<file path="src/rtl/assert_macros.svh">
// ----------------------------------------------------------------------------
// Assertion macros
// Shared concurrent assertion forms, clocked on i_clk.
// ----------------------------------------------------------------------------
`ifndef ASSERT_MACROS_SVH
`define ASSERT_MACROS_SVH

// Same-cycle implication, ignored while reset is asserted.
`define SEG_ASSERT_IMP(lbl, ante, cons, msg) \
    lbl: assert property (@(posedge i_clk) disable iff (!i_rst_n) \
        (ante) |-> (cons)) else $error(msg);

// Next-cycle implication, also checked through reset.
`define SEG_ASSERT_NEXT(lbl, ante, cons, msg) \
    lbl: assert property (@(posedge i_clk) (ante) |=> (cons)) else $error(msg);

`endif

</file>
<file path="src/rtl/seg_pkg.sv">
// ----------------------------------------------------------------------------
// seg_pkg
// Types and constants shared by the exposure/gain metadata pipeline.
// ----------------------------------------------------------------------------
`timescale 1ns / 1ps
`default_nettype none

package seg_pkg;

    localparam int D_W  = 36;   // exposure divisor: pixel clock * 16
    localparam int Q_W  = 32;   // quotient bits, one per divider stage
    localparam int GD_W = 11;   // analog gain divisor: 2 * (1024 - code)

    localparam logic [12:0] ANA_LO = 13'd112;
    localparam logic [12:0] ANA_HI = 13'd1008;
    localparam logic [12:0] DIG_LO = 13'd1264;
    localparam logic [12:0] DIG_HI = 13'd5103;
    localparam logic [10:0] ANA_BASE  = 11'd1024;
    localparam logic [20:0] ANA_NUM   = 21'd2048000;
    localparam logic [7:0]  DIG_STEP  = 8'd250;

    localparam logic [1:0] ST_OK       = 2'd0;
    localparam logic [1:0] ST_BAD      = 2'd1;
    localparam logic [1:0] ST_RANGE    = 2'd2;
    localparam logic [1:0] ST_BAD_GAIN = 2'd3;

    localparam logic [1:0] REG_WIDTH = 2'd0;
    localparam logic [1:0] REG_HBLANK = 2'd1;
    localparam logic [1:0] REG_PRATE = 2'd2;

    typedef struct packed {
        logic [15:0] line_act;
        logic [15:0] line_blank;
        logic [31:0] pclk_rate;
    } t_cfg;

    typedef struct packed {
        logic            bad_setup;
        logic            over;
        logic            gain_ok;
        logic            gain_analog;
        logic [19:0]     gain_dig;
        logic [GD_W-1:0] g_div;
    } t_meta;

    typedef struct packed {
        t_meta           meta;
        logic [D_W-1:0]  r_exp;
        logic [Q_W-1:0]  lo_exp;
        logic [Q_W-1:0]  q_exp;
        logic [GD_W-1:0] r_g;
        logic [Q_W-1:0]  lo_g;
        logic [Q_W-1:0]  q_g;
    } t_div_st;

endpackage

`default_nettype wire

</file>
<file path="src/rtl/seg_back.sv">
// ----------------------------------------------------------------------------
// seg_back
// Round, pick gain, set status; then ISO scale into the output register.
// ----------------------------------------------------------------------------
`timescale 1ns / 1ps
`default_nettype none

module seg_back
    import seg_pkg::*;
(
    input  wire logic           i_clk,
    input  wire logic           i_rst_n,
    input  wire logic           i_adv,
    input  wire logic           i_valid,
    input  t_div_st             i_data,
    input  wire logic [D_W-1:0] i_divisor,
    output logic                o_valid,
    output logic [31:0]         o_exp_usec,
    output logic [19:0]         o_gain_milli,
    output logic [15:0]         o_iso_value,
    output logic [1:0]          o_status
);

    localparam logic [19:0] RECIP5 = 20'd838861;   // ceil(2^22 / 5)

    logic        r_vld1;
    logic [31:0] r_us;
    logic [19:0] r_g;
    logic [1:0]  r_st;

    logic        w_rnd;
    logic [31:0] w_us;
    logic [1:0]  w_st;
    logic [19:0] w_g;
    logic [17:0] w_v;
    logic [37:0] w_prod;

    always_comb begin
        w_rnd = {i_data.r_exp, 1'b0} >= {1'b0, i_divisor};
        w_us  = i_data.q_exp + 32'(w_rnd);
        if (i_data.meta.bad_setup) begin
            w_st = ST_BAD;
        end else if (i_data.meta.over || (w_us == '0)) begin
            w_st = ST_RANGE;
        end else if (!i_data.meta.gain_ok) begin
            w_st = ST_BAD_GAIN;
        end else begin
            w_st = ST_OK;
        end
        w_g    = i_data.meta.gain_analog ? i_data.q_g[19:0] : i_data.meta.gain_dig;
        // iso = floor((g + 10) / 20)
        w_v    = 18'((r_g + 20'd10) >> 2);
        w_prod = 38'(w_v) * 38'(RECIP5);
    end

    always_ff @(posedge i_clk) begin
        if (!i_rst_n) begin
            r_vld1  <= 1'b0;
            o_valid <= 1'b0;
        end else if (i_adv) begin
            r_vld1  <= i_valid;
            o_valid <= r_vld1;
        end
    end

    always_ff @(posedge i_clk) begin
        if (i_adv) begin
            r_st          <= w_st;
            r_us          <= (w_st == ST_OK) ? w_us : '0;
            r_g           <= (w_st == ST_OK) ? w_g : '0;
            o_exp_usec    <= r_us;
            o_gain_milli  <= r_g;
            o_iso_value   <= w_prod[37:22];
            o_status      <= r_st;
        end
    end

endmodule

`default_nettype wire

</file>
<file path="config.mk">
export PLATFORM = sky130hd
export DESIGN_NAME = seg_back
export DESIGN_NICKNAME = d
export VERILOG_FILES = /design/src/rtl/assert_macros.svh /design/src/rtl/seg_pkg.sv /design/src/rtl/seg_back.sv
export SDC_FILE = /design/constraint.sdc
export NUM_CORES = 1
export LEC_CHECK = 0
export BUFFER_PORTS_ARGS = -buffer_cell sky130_fd_sc_hd__buf_2
export CORE_UTILIZATION = 34
export CTS_CLUSTER_SIZE = 12
export DETAILED_ROUTE_END_ITERATION = 6
export PLACE_DENSITY = 0.6
export SYNTH_ARGS = -nofsm -noshare
export SYNTH_HDL_FRONTEND = slang
export SYNTH_SLANG_ARGS = --single-unit
</file>
<file path="constraint.sdc">
create_clock -name i_clk -period 10.4 [get_ports i_clk]
set_clock_uncertainty 0.15 [all_clocks]
set_input_delay 2.08 -clock i_clk [delete_from_list [all_inputs] [get_ports i_clk]]
set_output_delay 2.08 -clock i_clk [all_outputs]
set_load 0.02 [all_outputs]
</file>
# Yosys cells after proc, flatten, opt, wreduce, memory -nomap -nowiden
# Cells that the tools add are included.
dict set report op_classes {
  n_addsub 2
  n_mul 1
  magnitude_cmp 1
  n_mux 4
  n_reduce_logical 3
}
# op count
set op_table {}
lappend op_table {{$mul A18 B20 Y38 const B} 1}
lappend op_table {{$ge A37 B36 Y1} 1}
lappend op_table {{$add A32 B1 Y32} 1}
lappend op_table {{$logic_not A32 Y1} 1}
lappend op_table {{$add A20 B4 Y20 const B} 1}
lappend op_table {{$mux W20} 1}
lappend op_table {{$mux W2} 3}
lappend op_table {{$logic_not A2 Y1} 1}
lappend op_table {{$logic_or A1 B1 Y1} 1}
dict set report word_totals {
  ff_bits 126
  input_bits 250
  out_inout_bits 71
  wordCells 20
}

# Depth between registers and ports, before layout
# Gate-level depths: netlist of run 1.
dict set report depth {
  ltp_word 7
  ltp_mapped 26
  mapped_depth_nobuf 26
}

# Worst setup path after synthesis of run 1
# No wires, ideal clock.
dict set report synth_timing {
  path_kind {register to register}
  from {register r_g[3]}
  to {register o_iso_value[15] (data pin)}
  setup_ns 0.260
  t_arrival_ns 6.433
  t_required_ns 9.990
  setup_slack_ns 3.557
  stages_incl_launch_ff 26
  n_path_buf 1
  cell_sequence {edfxtp_1 -> a21oi_1 -> nor2_1 -> and3_1 -> clkbuf_1 -> and3_1 -> xor2_1 -> ha_1 -> fa_1 -> fa_1 -> inv_1 -> fa_1 -> inv_1 -> fa_1 -> inv_1 -> fa_1 -> inv_1 -> ha_1 -> a21oi_1 -> o21ai_0 -> a2111o_1 -> a211oi_1 -> nor2_1 -> a311oi_1 -> o21bai_1 -> xnor2_1}
}
dict set report synth_between {
  elab_chain_cells 2
}
# element line
set synth_lines {}
lappend synth_lines {{start: declaration} seg_back.sv:28} ;# logic [19:0] r_g;
lappend synth_lines {{start signal: assignment} seg_back.sv:70} ;# r_g <= (w_st == ST_OK) ? w_g : '0;
lappend synth_lines {{$add A20 B4 Y20} seg_back.sv:52} ;# w_v = 18'((r_g + 20'd10) >> 2);
lappend synth_lines {{$mul A18 B20 Y38} seg_back.sv:53} ;# w_prod = 38'(w_v) * 38'(RECIP5);
lappend synth_lines {{net w_prod[37]} seg_back.sv:36} ;# logic [37:0] w_prod;
lappend synth_lines {{end signal: assignment} seg_back.sv:73} ;# o_iso_value <= w_prod[37:22];
lappend synth_lines {{end: declaration} seg_back.sv:20} ;# output logic [15:0] o_iso_value,
# The timed path passes the listed nets, and every way through them passes these cells.
# A chain may end at the register's enable or synchronous reset.

# Worst setup path after layout of run 1
dict set report layout_timing {
  from {register r_g[1]}
  to {register o_iso_value[15] (data pin)}
}
# The elaborated chain is that of the path after synthesis.

==> impl_summary.log, run 1 <==
INFO  metric worst-endpoint-required = 10.42 ns
INFO  metric tightestPinTransition = 0.860 ns
INFO  metric fin_nets = 1,827
INFO  metric viasPerCell = 4.60
INFO  metric ios = 321
INFO  metric synth_top_family_by_area = adder cells
INFO  metric fp-row-count = 66
INFO  metric synth-seq-area-share = 32.8%
INFO  metric cts-root-buf = sky130_fd_sc_hd__clkbuf_16
INFO  metric worst_hold_startpoint = r_us[8]
INFO  metric post_cts_hold_buffer_count = 0
INFO  metric post_route_clock_period_utilization = 73.9%
INFO  metric placeable_core_area = 32,900 um2
INFO  metric antenna_cells = 0
INFO  metric worst_ir_drop_vdd = 253 uV
INFO  metric timing.setup.tns = 0 ns
INFO  metric fin_crit = 7.68 ns
INFO  metric path_max_fanout = 7
INFO  metric yosys-top-cells-area = sky130_fd_sc_hd__edfxtp_1 (32%), sky130_fd_sc_hd__ha_1 (18%), sky130_fd_sc_hd__fa_1 (16%)
INFO  metric netlist_top_cells_count = sky130_fd_sc_hd__inv_1 (244), sky130_fd_sc_hd__ha_1 (165), sky130_fd_sc_hd__edfxtp_1 (124)
INFO  metric status = complete, no violations
INFO  metric clock_tree.buffer_depth = 2
INFO  metric power.density = 345 nW/um2
INFO  metric post_cts_setup_inserts = 0
INFO  metric clock_tree_from_tritoncts = yes
INFO  metric setup_viol = 0
INFO  metric syn-num-nets = 1,597
INFO  metric synth-xor-area-share = 5.34%
INFO  metric synth_simple_gate_area_share = 11.0%
INFO  metric yosys-mux-area-fraction = 2.30%
INFO  metric wl_per_cell = 14.8 um
INFO  metric place_inst = 1,743
INFO  metric ys_dominant_reg_cell = sky130_fd_sc_hd__edfxtp_1
INFO  metric drt_iter0_drc = 339
INFO  metric r2r-start = r_g[1]
INFO  metric synth_compound_gate_area_share = 6.02%
INFO  metric placement.setup.worst_slack = 2.59 ns
INFO  metric worstHoldEndpoint = o_exp_usec[8]
INFO  metric drive_above_1_share = 20.6%
INFO  metric numCtsBuffers = 17
INFO  metric cts_htree_levels = 4
INFO  metric dpl-instance-area = 13,100 um2
INFO  metric insertion_delay = 0.43 ns
INFO  metric clock_sink_count = 126
INFO  metric clk_pin_slew_worst_paths = 0.06 ns
INFO  metric die_y = 186 um
INFO  metric synth.distinct_cells = 61
INFO  metric post_cts_resized = 0
INFO  metric avgSynthCellArea = 10.5 um2
INFO  metric via_count_of_the_first_global_routing_pass = 8,366
INFO  metric leakage = 6.62 nW
INFO  metric rsz_0062_raised_after_global_routing = no
INFO  metric drt-total-wl = 26,200 um
INFO  metric timing_hold_violations_final = 0
INFO  metric worst_rel_slew_slack = 42.7%
INFO  metric post_dp_hpwl = 22,000 um
INFO  metric track_usage = 15.8%
INFO  metric timing.critical_path.to_type = register
INFO  metric reg2regPathDepth = 24
INFO  metric initial_utilization = 34.9%
INFO  metric grt.overflow.total = 0
INFO  metric stdcell_count = 1,775
INFO  metric num_vias = 8,166
INFO  metric die-area = 34,500 um2
INFO  metric synth_largest_area_cell = sky130_fd_sc_hd__edfxtp_1
INFO  metric mappedNetlistArea = 11,500 um2
INFO  metric timing.critical_path.from_type = register
INFO  metric synth_cells = 1,090
INFO  metric crit-reg2reg-capture = o_iso_value[15]
INFO  metric criticalPathCategory = register to register
INFO  metric initial_antenna_violation_count = 0
INFO  metric place_congestion = 0.885
INFO  metric grt_start_max_net_pins = 66
INFO  metric global_route_wire_length_before_repair = 41,900 um
INFO  metric postSynth.asyncResetShare = 0%
INFO  metric port_buffers = 222
INFO  metric highest_clock_frequency_the_design_can_meet = 130 MHz
INFO  metric yosysMostFrequentCell = sky130_fd_sc_hd__inv_1
INFO  metric crit_path_arrival_time = 7.71 ns
INFO  metric die_width = 186 um
INFO  metric synthAdderAreaFrac = 34.0%
INFO  metric slack_of_the_critical_path = 2.72 ns
INFO  metric postSynthRegisterBits = 126
INFO  metric whs_path_depth = 0
INFO  metric drt_drc_violations_left = 0
INFO  metric min-delay-path-class = register to register
INFO  metric finalMaxSlewViolations = 0
INFO  metric yosys_warnings = 0
INFO  metric areaGrowthSynthToFinish = 19.2%
INFO  metric design_area = 13,700 um2
INFO  metric ant_nets = 0
INFO  metric synthDominantCellAreaShare = 32.4%
INFO  metric maxCapViolations = 0
INFO  metric synth-edff-count = 124
INFO  metric r2r_slack = 2.72 ns
INFO  metric firstDrtPassIters = 5
cells by family after synthesis:
kind of cell / Yosys count
AND/OR/NAND/NOR: 246
AO/OA/AOI/OAI: 108
multiplexers: 26
buffers and inverters: 257
XOR/XNOR: 70
flip-flops: 126
adder cells (fa/ha/maj): 257
metrics by stage:
step | hold slack [ns] | util [%] | power, mW
6_report | 0.269 | 41.7 | 4.72
4_1_cts | 0.268 | 41.7 | 4.77
3_3_place_gp | 0.251 | 39.9 | 4.08
5_1_grt | 0.276 | 41.7 | 5.26
3_5_place_dp | 0.255 | 39.9 | 4.12
2_1_floorplan | 0.250 | - | 3.36
cell type report:
type	instances	area [um2]
fill	3256	19200
multi-input combinational	707	6740
sequential	126	3760
timing repair buffer	224	1130
inverter	244	916
tap	442	553
clock buffer	17	425
clock inverter	15	169
sequential cells by signal, summed over array words and instances, names as in the netlist:
| register | cells |
|---|---|
| o_gain_milli | 20 |
| r_us | 32 |
| o_status | 2 |
| o_iso_value | 16 |
| o_valid | 1 |
| r_g | 20 |
| o_exp_usec | 32 |
| r_vld1 | 1 |
| r_st | 2 |
worst max-delay path by stage:
stage                                  to           from
after floorplan           o_iso_value[15]         r_g[3]
after global placement             r_g[6]  i_divisor[24]
after detailed placement           r_g[4]  i_divisor[28]
after CTS                 o_iso_value[15]         r_g[1]
after global routing      o_iso_value[15]         r_g[2]
final                     o_iso_value[15]         r_g[1]
critical path, stage by stage (launching register included):
cell and delay (ns):
sky130_fd_sc_hd__edfxtp_1 0.40, sky130_fd_sc_hd__ha_1 0.22, sky130_fd_sc_hd__o2111ai_1 0.18, sky130_fd_sc_hd__nor2_1 0.42, sky130_fd_sc_hd__nand2_1 0.13, sky130_fd_sc_hd__xnor2_1 0.35
sky130_fd_sc_hd__ha_1 0.34, sky130_fd_sc_hd__fa_1 0.59, sky130_fd_sc_hd__fa_1 0.60, sky130_fd_sc_hd__inv_1 0.08, sky130_fd_sc_hd__fa_1 0.53, sky130_fd_sc_hd__inv_1 0.06
sky130_fd_sc_hd__fa_1 0.53, sky130_fd_sc_hd__inv_1 0.05, sky130_fd_sc_hd__fa_1 0.53, sky130_fd_sc_hd__inv_1 0.04, sky130_fd_sc_hd__ha_1 0.33, sky130_fd_sc_hd__a21oi_1 0.18
sky130_fd_sc_hd__o21ai_0 0.11, sky130_fd_sc_hd__a2111o_1 0.47, sky130_fd_sc_hd__a211oi_1 0.27, sky130_fd_sc_hd__nor2_1 0.18, sky130_fd_sc_hd__a311oi_1 0.41, sky130_fd_sc_hd__o21bai_1 0.13
sky130_fd_sc_hd__xnor2_1 0.14
layer usage:
layer  global-route usage [%]  vias to the layer above  share of wire, %
met4                     4.36                        0               1.5
met2                     26.6                      209                48
li1                         -                     4109                 -
met5                        0                        -                 0
met1                     18.8                     3817                42
met3                     5.79                       31               8.6
cells in the final DEF (no fill, tap or decap), types with 13 or more instances in the layout:
cell / netlist / layout
sky130_fd_sc_hd__a21o_1: 15 / 15
sky130_fd_sc_hd__a21oi_1: 32 / 32
sky130_fd_sc_hd__buf_2: 2 / 221
sky130_fd_sc_hd__clkbuf_16: 0 / 17
sky130_fd_sc_hd__edfxtp_1: 124 / 124
sky130_fd_sc_hd__fa_1: 92 / 92
sky130_fd_sc_hd__ha_1: 165 / 165
sky130_fd_sc_hd__inv_1: 244 / 244
sky130_fd_sc_hd__mux2i_1: 23 / 23
sky130_fd_sc_hd__nand2_1: 37 / 37
sky130_fd_sc_hd__nand3_1: 28 / 28
sky130_fd_sc_hd__nand4_1: 26 / 26
sky130_fd_sc_hd__nor2_1: 81 / 81
sky130_fd_sc_hd__nor3_1: 13 / 13
sky130_fd_sc_hd__o21ai_0: 23 / 23
sky130_fd_sc_hd__xnor2_1: 41 / 41
sky130_fd_sc_hd__xor2_1: 29 / 29
power by group:
part           switching, mW  internal, mW  leakage, nW
sequential            0.0202         0.734         1.22
combinational           1.94          1.41         5.12
clock                  0.275         0.343        0.284
total                   2.24          2.49         6.62
No activity file was read; power rests on OpenSTA's default activity.
==> inputs of run 2 (changes only) <==
==> constraint.sdc (replaced) <==
create_clock -name i_clk -period 8 [get_ports i_clk]
set_clock_uncertainty 0.15 [all_clocks]
set_input_delay 1.6 -clock i_clk [delete_from_list [all_inputs] [get_ports i_clk]]
set_output_delay 1.6 -clock i_clk [all_outputs]
set_load 0.02 [all_outputs]
==> run 2 against run 1 <==
  * Count of clock-buffer cells in the layout did not move
  * Sequential power rose by 30%
  * Design area rose by 0.51%
  * Register-to-register slack got worse by 2.2 ns
  * Wire length rose by 1.6%
  * Power rose by 32%
  * Final cell count rose by 0.23%
  * Clock power rose by 33%
  * Die area did not move
  * Global-route usage barely moved
  * Maximum frequency rose by 2.1%
  * Combinational power rose by 32%
  * Critical endpoint unchanged
  * Highest routed layer unchanged
==> impl_summary.log, run 2 (same netlist as run 1, synthesis figures left out) <==
INFO  metric worst_ir_drop_vdd = 351 uV
INFO  metric dpl-instance-area = 13,100 um2
INFO  metric initial_antenna_violation_count = 0
INFO  metric initial_utilization = 34.9%
INFO  metric viasPerCell = 4.57
INFO  metric numCtsBuffers = 17
INFO  metric areaGrowthSynthToFinish = 19.8%
INFO  metric track_usage = 15.8%
INFO  metric post_cts_hold_buffer_count = 0
INFO  metric post_dp_hpwl = 22,100 um
INFO  metric die-area = 34,500 um2
INFO  metric largestRegisters = o_exp_usec (32), r_us (32)
INFO  metric insertion_delay = 0.42 ns
INFO  metric firstDrtPassIters = 5
INFO  metric placeable_core_area = 32,900 um2
INFO  metric die_width = 186 um
INFO  metric drt_drc_violations_left = 0
INFO  metric finalMaxSlewViolations = 0
INFO  metric num_vias = 8,123
INFO  metric cts-root-buf = sky130_fd_sc_hd__clkbuf_16
INFO  metric timing_hold_violations_final = 0
INFO  metric post_cts_resized = 0
INFO  metric worst_rel_slew_slack = 44.3%
INFO  metric drt_iter0_drc = 329
INFO  metric fp-row-count = 66
INFO  metric power.density = 452 nW/um2
INFO  metric placement.setup.worst_slack = 0.352 ns
INFO  metric fin_nets = 1,831
INFO  metric slack_of_the_critical_path = 0.479 ns
INFO  metric tightestPinTransition = 0.835 ns
INFO  metric final_common_cell = sky130_fd_sc_hd__inv_1
INFO  metric min-delay-path-class = register to register
INFO  metric setup_viol = 0
INFO  metric leakage = 6.66 nW
INFO  metric drt-total-wl = 26,600 um
INFO  metric timing.critical_path.from_type = register
INFO  metric timing.critical_path.to_type = register
INFO  metric die_y = 186 um
INFO  metric place_congestion = 0.902
INFO  metric most_used_cells_in_the_layout_excluding_fill_and_tap_cells = sky130_fd_sc_hd__inv_1 (244), sky130_fd_sc_hd__buf_2 (221), sky130_fd_sc_hd__ha_1 (165)
INFO  metric highest_clock_frequency_the_design_can_meet = 133 MHz
INFO  metric ant_nets = 0
INFO  metric global_route_wire_length_before_repair = 41,800 um
INFO  metric grt_start_max_net_pins = 65
INFO  metric cts_htree_levels = 4
INFO  metric crit_path_arrival_time = 7.54 ns
INFO  metric via_count_of_the_first_global_routing_pass = 8,325
INFO  metric clock_tree_from_tritoncts = yes
INFO  metric fin_crit = 7.52 ns
INFO  metric clock_sink_count = 126
INFO  metric wl_per_cell = 15.0 um
INFO  metric worst-endpoint-required = 8.02 ns
INFO  metric post_cts_setup_inserts = 0
INFO  metric drive_above_1_share = 21.0%
INFO  metric timing.setup.tns = 0 ns
INFO  metric fin_worst_hold_slack = 0.270 ns
INFO  metric criticalPathCategory = register to register
INFO  metric clock_tree.buffer_depth = 2
INFO  metric post_route_clock_period_utilization = 94.0%
INFO  metric status = complete, no violations
INFO  metric clk_pin_slew_worst_paths = 0.07 ns
INFO  metric grt.overflow.total = 0
INFO  metric port_buffers = 222
INFO  metric antenna_cells = 0
INFO  metric ios = 321
INFO  metric design_area = 13,800 um2
INFO  metric maxCapViolations = 0
INFO  metric path_max_fanout = 6
INFO  metric rsz_0062_raised_after_global_routing = no
==> run 2: metal layers <==
layer / global-route usage, % / vias to the layer above / part of all wire [%]
met1: 19.0 / 3795 / 43
met5: 0 / - / 0
li1: - / 4118 / -
met3: 5.30 / 22 / 7.7
met2: 27.1 / 188 / 48
met4: 3.80 / 0 / 1.1
==> run 2: path summary, 6_finish.rpt <==
kind              startpoint  slack, ns  cells after the start         endpoint
hold reg to reg     r_us[14]       0.27                      0   o_exp_usec[14]
setup reg to reg      r_g[5]       0.48                     24  o_iso_value[15]
hold / removal      r_us[14]       0.27                      0   o_exp_usec[14]
setup / recovery      r_g[5]       0.48                     24  o_iso_value[15]
==> run 2: area by class of cell <==
type	count	area, um2
multi-input combinational	707	6750
fill	3254	19100
clock buffer	17	425
inverter	244	916
clock inverter	15	194
sequential	126	3760
timing repair buffer	228	1160
tap	442	553
==> run 2: critical path, cell delays in order (launching register included) <==
cell and delay [ns]:
sky130_fd_sc_hd__edfxtp_1 0.48, sky130_fd_sc_hd__nand2_1 0.09, sky130_fd_sc_hd__nor2_1 0.22, sky130_fd_sc_hd__and3_1 0.35
sky130_fd_sc_hd__and3_1 0.21, sky130_fd_sc_hd__xor2_1 0.26, sky130_fd_sc_hd__ha_1 0.32, sky130_fd_sc_hd__fa_1 0.60
sky130_fd_sc_hd__fa_1 0.61, sky130_fd_sc_hd__inv_1 0.08, sky130_fd_sc_hd__fa_1 0.54, sky130_fd_sc_hd__inv_1 0.06
sky130_fd_sc_hd__fa_1 0.54, sky130_fd_sc_hd__inv_1 0.06, sky130_fd_sc_hd__fa_1 0.53, sky130_fd_sc_hd__inv_1 0.04
sky130_fd_sc_hd__ha_1 0.33, sky130_fd_sc_hd__a21oi_1 0.18, sky130_fd_sc_hd__o21ai_0 0.12, sky130_fd_sc_hd__a2111o_1 0.47
sky130_fd_sc_hd__a211oi_1 0.28, sky130_fd_sc_hd__nor2_1 0.19, sky130_fd_sc_hd__a311oi_2 0.31, sky130_fd_sc_hd__o21bai_1 0.12
sky130_fd_sc_hd__xnor2_1 0.14
==> run 2: stage by stage <==
stage	utilization [%]	power, mW	cells
floorplan	-	4.37	1090
global placement	39.9	5.31	1747
detailed placement	39.9	5.36	1747
CTS	41.8	6.23	1779
global route	41.9	6.97	1779
finish	41.9	6.22	1779
==> run 2: power breakdown <==
group	total, mW	switching (mW)	leakage (nW)	internal [mW]
Sequential	0.980	0.0267	1.22	0.954
Combinational	4.42	2.57	5.14	1.85
Clock	0.820	0.367	0.300	0.453
